**config.mk**
```make
export PLATFORM = sky130hd
export DESIGN_NAME = insertion_sorter_core
export DESIGN_NICKNAME = d
export VERILOG_FILES = /design/src/design/isort_pkg.sv /design/src/design/isort_cell.sv /design/src/design/insertion_sorter_core.sv
export VERILOG_INCLUDE_DIRS = /design/src /design/src/design
export SDC_FILE = /design/constraint.sdc
export NUM_CORES = 2
export LEC_CHECK = 0
export ABC_AREA = 1
export BUFFER_PORTS_ARGS = -buffer_cell sky130_fd_sc_hd__clkbuf_2
export CAP_MARGIN = 20
export CORE_MARGIN = 10
export CORE_UTILIZATION = 50
export CTS_CLUSTER_DIAMETER = 60
export DETAILED_ROUTE_END_ITERATION = 10
export GPL_ROUTABILITY_DRIVEN = 0
export PLACE_DENSITY = 0.66
export RECOVER_POWER = 100
export SLEW_MARGIN = 0
export SYNTH_ARGS = -nofsm -noshare
export SYNTH_HDL_FRONTEND = slang
export SYNTH_SLANG_ARGS = --single-unit
```
**constraint.sdc**
```tcl
create_clock -name clk -period 7.7 [get_ports clk]
set_input_delay 1.54 -clock clk [delete_from_list [all_inputs] [get_ports clk]]
set_output_delay 1.54 -clock clk [all_outputs]
set_load 0.05 [all_outputs]
```
**src/design/insertion_sorter_core_macros.svh**
```systemverilog
// Assertion helpers used by the sorter core.
`ifndef INSERTION_SORTER_CORE_MACROS_SVH
`define INSERTION_SORTER_CORE_MACROS_SVH

// Same-cycle implication, checked on every rising edge outside reset.
`define ISC_ASSERT_NOW(label, ante, cons, msg) \
  label: assert property (@(posedge clk) disable iff (!rst_n) (ante) |-> (cons)) \
    else $error(msg);

// Next-cycle implication, checked on every rising edge outside reset.
`define ISC_ASSERT_NEXT(label, ante, cons, msg) \
  label: assert property (@(posedge clk) disable iff (!rst_n) (ante) |=> (cons)) \
    else $error(msg);

`endif

```
**src/design/isort_pkg.sv**
```systemverilog
// ----------------------------------------------------------------------------
// isort_pkg
// Shared types and sizes for the insertion sorter chain.
// ----------------------------------------------------------------------------
`timescale 1ns / 1ps

package isort_pkg;

  localparam int DEPTH   = 16;
  localparam int VALUE_W = 32;

  typedef struct packed {
    logic signed [VALUE_W-1:0] value;
    logic                      last;
  } in_item_t;

  typedef struct packed {
    logic signed [VALUE_W-1:0] sorted_value;
    logic                      final_res;
    logic                      overflow;
  } out_item_t;

  // Per-cycle command broadcast to every cell of the chain.
  typedef struct packed {
    logic ins;    // insert the broadcast value
    logic drain;  // shift every entry one place toward cell 0
  } cell_ctrl_t;

endpackage

```
**src/design/isort_cell.sv**
```systemverilog
// ----------------------------------------------------------------------------
// isort_cell
// One slot of the sorted chain: compare against the broadcast value and
// shift up on insertion or down on drain.
// ----------------------------------------------------------------------------
`timescale 1ns / 1ps

module isort_cell (
  input  logic                                clk,
  input  logic                                rst_n,
  input  isort_pkg::cell_ctrl_t               ctrl,
  input  logic signed [isort_pkg::VALUE_W-1:0] new_value,
  input  logic signed [isort_pkg::VALUE_W-1:0] prev_val,
  input  logic                                prev_valid,
  input  logic                                prev_lt,
  input  logic signed [isort_pkg::VALUE_W-1:0] next_val,
  input  logic                                next_valid,
  output logic signed [isort_pkg::VALUE_W-1:0] val,
  output logic                                valid,
  output logic                                lt
);
  import isort_pkg::*;

  logic signed [VALUE_W-1:0] val_r, val_nxt;
  logic                      valid_r, valid_nxt;

  // An empty slot counts as greater than anything, so it always accepts.
  // Strict compare keeps equal values in arrival order.
  assign lt = !valid_r || (new_value < val_r);

  always_comb begin
    val_nxt   = val_r;
    valid_nxt = valid_r;
    if (ctrl.drain) begin
      val_nxt   = next_val;
      valid_nxt = next_valid;
    end else if (ctrl.ins && lt) begin
      if (prev_lt) begin
        val_nxt   = prev_val;
        valid_nxt = prev_valid;
      end else begin
        val_nxt   = new_value;
        valid_nxt = 1'b1;
      end
    end
  end

  always_ff @(posedge clk) begin
    if (!rst_n) begin
      valid_r <= 1'b0;
    end else begin
      valid_r <= valid_nxt;
    end
  end

  always_ff @(posedge clk) begin
    val_r <= val_nxt;
  end

  assign val   = val_r;
  assign valid = valid_r;

endmodule

```
**src/design/insertion_sorter_core.sv**
```systemverilog
// ----------------------------------------------------------------------------
// insertion_sorter_core
// Stable insertion sorter built from a chain of compare-and-shift cells.
// ----------------------------------------------------------------------------
// Usage:
//   in_data carries one signed value and a last flag per transfer. While a set
//   is loading, in_ready is high and one value is inserted per cycle: every
//   cell compares against the broadcast value and the larger entries shift up.
//   A set keeps its first DEPTH values; later ones are dropped and every
//   result of that set then carries overflow.
//   The transfer marked last starts the drain. in_ready drops and the chain
//   shifts toward cell 0 into the output register, one entry per cycle unless
//   out_ready stalls. After the last transfer the draining flag is registered
//   first, then the first result is loaded into the output register; a stall
//   on out_ready simply holds the chain. final_res marks the set's last result.
//   in_ready rises again in the cycle after the final result is loaded, even
//   while that result still waits in the output register.
//   Reset (rst_n low, synchronous) empties the chain and the output register.
// ----------------------------------------------------------------------------
`timescale 1ns / 1ps

`include "insertion_sorter_core_macros.svh"

module insertion_sorter_core (
  input  logic                 clk,
  input  logic                 rst_n,
  input  logic                 in_valid,
  output logic                 in_ready,
  input  isort_pkg::in_item_t  in_data,
  output logic                 out_valid,
  input  logic                 out_ready,
  output isort_pkg::out_item_t out_data
);
  import isort_pkg::*;

  logic signed [VALUE_W-1:0] cell_val [DEPTH];
  logic [DEPTH-1:0]          cell_valid;
  logic [DEPTH-1:0]          cell_lt;
  cell_ctrl_t                ctrl;

  logic      draining_r, draining_nxt;
  logic      dropped_r, dropped_nxt;
  logic      out_valid_r, out_valid_nxt;
  out_item_t out_data_r, out_data_nxt;
  logic      in_xfer, full, load;

  assign in_ready = !draining_r;
  assign in_xfer  = in_valid && in_ready;
  assign full     = cell_valid[DEPTH-1];
  assign load     = draining_r && cell_valid[0] && (!out_valid_r || out_ready);

  assign ctrl.ins   = in_xfer && !full;
  assign ctrl.drain = load;

  for (genvar i = 0; i < DEPTH; i++) begin : g_cell
    logic signed [VALUE_W-1:0] p_val, n_val;
    logic                      p_valid, p_lt, n_valid;
    if (i == 0) begin : g_first
      assign p_val   = '0;
      assign p_valid = 1'b0;
      assign p_lt    = 1'b0;
    end else begin : g_mid
      assign p_val   = cell_val[i-1];
      assign p_valid = cell_valid[i-1];
      assign p_lt    = cell_lt[i-1];
    end
    if (i == DEPTH-1) begin : g_last
      assign n_val   = '0;
      assign n_valid = 1'b0;
    end else begin : g_up
      assign n_val   = cell_val[i+1];
      assign n_valid = cell_valid[i+1];
    end
    isort_cell u_cell (
      .clk        (clk),
      .rst_n      (rst_n),
      .ctrl       (ctrl),
      .new_value  (in_data.value),
      .prev_val   (p_val),
      .prev_valid (p_valid),
      .prev_lt    (p_lt),
      .next_val   (n_val),
      .next_valid (n_valid),
      .val        (cell_val[i]),
      .valid      (cell_valid[i]),
      .lt         (cell_lt[i])
    );
  end

  always_comb begin
    draining_nxt  = draining_r;
    dropped_nxt   = dropped_r;
    out_valid_nxt = out_valid_r;
    out_data_nxt  = out_data_r;
    if (out_valid_r && out_ready) begin
      out_valid_nxt = 1'b0;
    end
    if (in_xfer) begin
      if (full) begin
        dropped_nxt = 1'b1;
      end
      if (in_data.last) begin
        draining_nxt = 1'b1;
      end
    end
    if (load) begin
      out_valid_nxt             = 1'b1;
      out_data_nxt.sorted_value = cell_val[0];
      out_data_nxt.final_res    = !cell_valid[1];
      out_data_nxt.overflow     = dropped_r;
      // The set ends as its final entry leaves the chain.
      if (!cell_valid[1]) begin
        draining_nxt = 1'b0;
        dropped_nxt  = 1'b0;
      end
    end
  end

  always_ff @(posedge clk) begin
    if (!rst_n) begin
      draining_r  <= 1'b0;
      dropped_r   <= 1'b0;
      out_valid_r <= 1'b0;
    end else begin
      draining_r  <= draining_nxt;
      dropped_r   <= dropped_nxt;
      out_valid_r <= out_valid_nxt;
    end
  end

  always_ff @(posedge clk) begin
    out_data_r <= out_data_nxt;
  end

  assign out_valid = out_valid_r;
  assign out_data  = out_data_r;

  // Occupied cells always form a contiguous run starting at cell 0.
  `ISC_ASSERT_NOW(a_thermometer, 1'b1, ((cell_valid >> 1) & ~cell_valid) == '0, "chain has a hole")
  // Loading the final entry leaves the chain empty and ready for a new set.
  `ISC_ASSERT_NEXT(a_drain_end, load && !cell_valid[1], !cell_valid[0] && in_ready, "drain stuck")
  // A value offered to a full chain marks the set as overflowed.
  `ISC_ASSERT_NEXT(a_drop_flag, in_xfer && full && !in_data.last, dropped_r, "drop not recorded")

endmodule
```
==> impl_metrics.toml <==
[run_status]
run_status = "finished with violations"
violations = "max-capacitance violations, max-slew violations"

[timing]
worstMarginPinSlew_ns = 2.94
setup_tns_ns = 0
min_period_ns = 6.19
slew_violations = 420
finalHoldViolations = 0
rsz0062_at_grt = "no"
fmax_mhz = 162
clock_skew_ns = 0.0343
finalSetupViolations = 0
fin_crit_sh_pct = 80.4
worst_slack_ns = 1.51
maxSlewHeadroom_pct = -96.0

[detailed_routing]
antenna_left = 0
vias = 35000
drt-initial-drc-count = 3040
dr.pass1.iters = 6
finalWirelength_um = 121000
drt-wirelength-per-cell_um = 19.7
drc = 0
detail_route.vias_per_cell = 5.69

[grt]
grt_overflow_total = 0
grt_pass1_vias = 33500
grtUsageTotal_pct = 26.1
grt_max_degree = 244
antenna_found_initial = 1
grt_first_pass_wirelength_um = 189000

[layout]
drive_gt1_share_pct = 4.69
multi_input_area_um2 = 19800
layout_commonest_cell = "nand2_1"
area_growth_pct = 8.65
fillers = 7443
final_cell_mix = "nand2_1, o21ai_0, inv_1"
ff_latch_area_um2 = 16500
fin_nets = 5539

[setup_path]
reg2reg_from = "draining_r$_SDFF_PN0_"
cp_max_fo = 64
end_kind = "flop"
r2r_setup_slack_ns = 2.33
crit_type = "input port to flop"
startpoint_type = "input port"
critPathRequiredTime_ns = 8.17
r2r_end = "g_cell[13].u_cell.val[11]$_DFFE_PP_"
worstRegToRegCells = 5
cp.arrival_ns = 6.66

[synthesis]
async_flop_share_pct = 0
avgSynthCellArea_um2 = 7.83
synth_nets = 5594
synthDominantCellAreaShare_pct = 38.7
synth_area_um2 = 39900
yosys_warnings = 0
yosysUniqueCellTypes = 33
synth-main-ff-cell = "edfxtp_1"
synth_edf_count = 514
synth.area.top_cells = "edfxtp_1, ha_1, nand2_1"
ys_seq_elements = 565
syn_inst = 5092
synth_top_area_cell = "edfxtp_1"
ys_seq_area_share_pct = 41.3

[clock_network]
numClockSinks = 565
cts_setup_buffers = 0
holdBufCountCts = 0
clk_pin_slew_ns = 0.06
insertion_delay_ns = 0.63
cts_buffer_depth = 3
clockRootBuffer = "clkbuf_16"
cts_tree = "done"
post_cts_resized = 0
h-tree-depth = 3
cts_buffers = 74

[floorplan]
die_w_um = 302
die-area_um2 = 91500
die_h_um = 302
start_util_pct = 50.5
io_pins = 73
num_rows = 103
core_um2 = 79000

[placed_design]
place.port_buffers = 72
pre_cts_ws_ns = 2.10
hpwl_um = 86700

[hold_path]
min_from = "dropped_r$_SDFF_PN0_"
hold_depth = 0
hold_path_class = "flop to flop"
hold_path_end = "out_data[0]$_DFFE_PP_"

[job]
timing.max_cap.violations = 7

[power]
powerDensity_nw_per_um2 = 266
peakVddDrop_mv = 0.183
p_leak_nw = 20.0
report_power, final:
| part | internal (mW) | switching (mW) | total [mW] |
|---|---|---|---|
| registers | 4.20 | 0.354 | 4.55 |
| clock network | 2.20 | 1.44 | 3.64 |
| logic | 1.08 | 2.26 | 3.34 |
worst max-delay path by stage:
stage                            from                                   to  slack (ns)  cells after the start
after floorplan           in_data[22]    g_cell[0].u_cell.val[0]$_DFFE_PP_        3.63                     11
after global placement    in_data[10]  g_cell[14].u_cell.val[10]$_DFFE_PP_        2.17                     12
after detailed placement  in_data[10]  g_cell[14].u_cell.val[10]$_DFFE_PP_        2.10                     12
after CTS                 in_data[10]  g_cell[14].u_cell.val[15]$_DFFE_PP_        2.75                     12
after global routing        out_ready  g_cell[13].u_cell.val[11]$_DFFE_PP_        1.22                      8
final                      in_data[6]  g_cell[14].u_cell.val[20]$_DFFE_PP_        1.51                     15
synth_stat cells, types with 3 or more instances:
library cell and count:
a21oi_1 273, a31oi_1 3, buf_1 12, buf_2 73
buf_4 7, buf_6 17, clkbuf_1 162, clkbuf_2 4
dfxtp_1 51, edfxtp_1 514, ha_1 465, inv_1 638
nand2_1 1548, nand3_1 127, nand3_2 3, nand3b_1 3
nand4_1 94, nor2_1 126, nor3_1 29, nor4_1 8
o211ai_1 15, o21a_1 15, o21ai_0 657, o21ai_1 237
metal layers:
metal  GRT usage (%)  wire, um  vias up
met5               0        13        -
met4            7.85      3660        2
met2            43.0     56000     1255
li1                -         -    17000
met1            35.3     52700    16500
met3            3.58      8910      232
area by class of cell:
type                       instances  area share (%)
multi-input combinational       3611            45.6
sequential                       565            38.0
inverter                         641            5.56
clock buffer                      93            4.72
tap                             1050            3.03
timing repair buffer             144            1.92
clock inverter                    43            1.16
antenna                            1         0.00577
cell families (layout without fill, tap and decap cells):
kind of cell | count (synthesis) | in the layout | synth area share [%]
and+or+nand+nor | 1941 | 1941 | 19.5
DFF | 565 | 565 | 41.3
other | 0 | 1 | 0
AOI/OAI and AO/OA | 1205 | 1205 | 15.4
adders and majority gates | 465 | 465 | 14.6
buffers and inverters | 916 | 921 | 9.25
registers in the layout (all words and copies together), names as in the netlist:
name / count
out_valid: 1
draining_r: 1
out_data: 34
dropped_r: 1
g_cell.u_cell.val: 512
g_cell.u_cell.valid: 16
worst max-delay path: stages:
cell	delay, ns
clkbuf_2	0.42
buf_4	0.31
ha_1	0.27
a21oi_1	0.15
nor2_1	0.06
nor3_1	0.12
nand2_1	0.16
nand2_1	0.10
nand2_1	0.16
nand2_1	0.12
nand3_1	0.08
nand3_2	0.08
clkbuf_1	2.07
o21ai_0	0.69
o21ai_1	0.29
through the flow:
| step | hold slack (ns) | cell area [um^2] | cells | total power, mW | utilization (%) |
|---|---|---|---|---|---|
| 2_1_floorplan | 0.409 | 39900 | 5092 | 6.86 | - |
| 3_3_place_gp | 0.424 | 40900 | 6011 | 7.84 | 51.8 |
| 3_5_place_dp | 0.424 | 40900 | 6011 | 7.93 | 51.8 |
| 4_1_cts | 0.438 | 43400 | 6147 | 11.6 | 55.0 |
| 5_1_grt | 0.464 | 43300 | 6147 | 12.2 | 54.8 |
| 6_report | 0.445 | 43300 | 6148 | 11.5 | 54.9 |
Power figures use the tool's default switching activity.
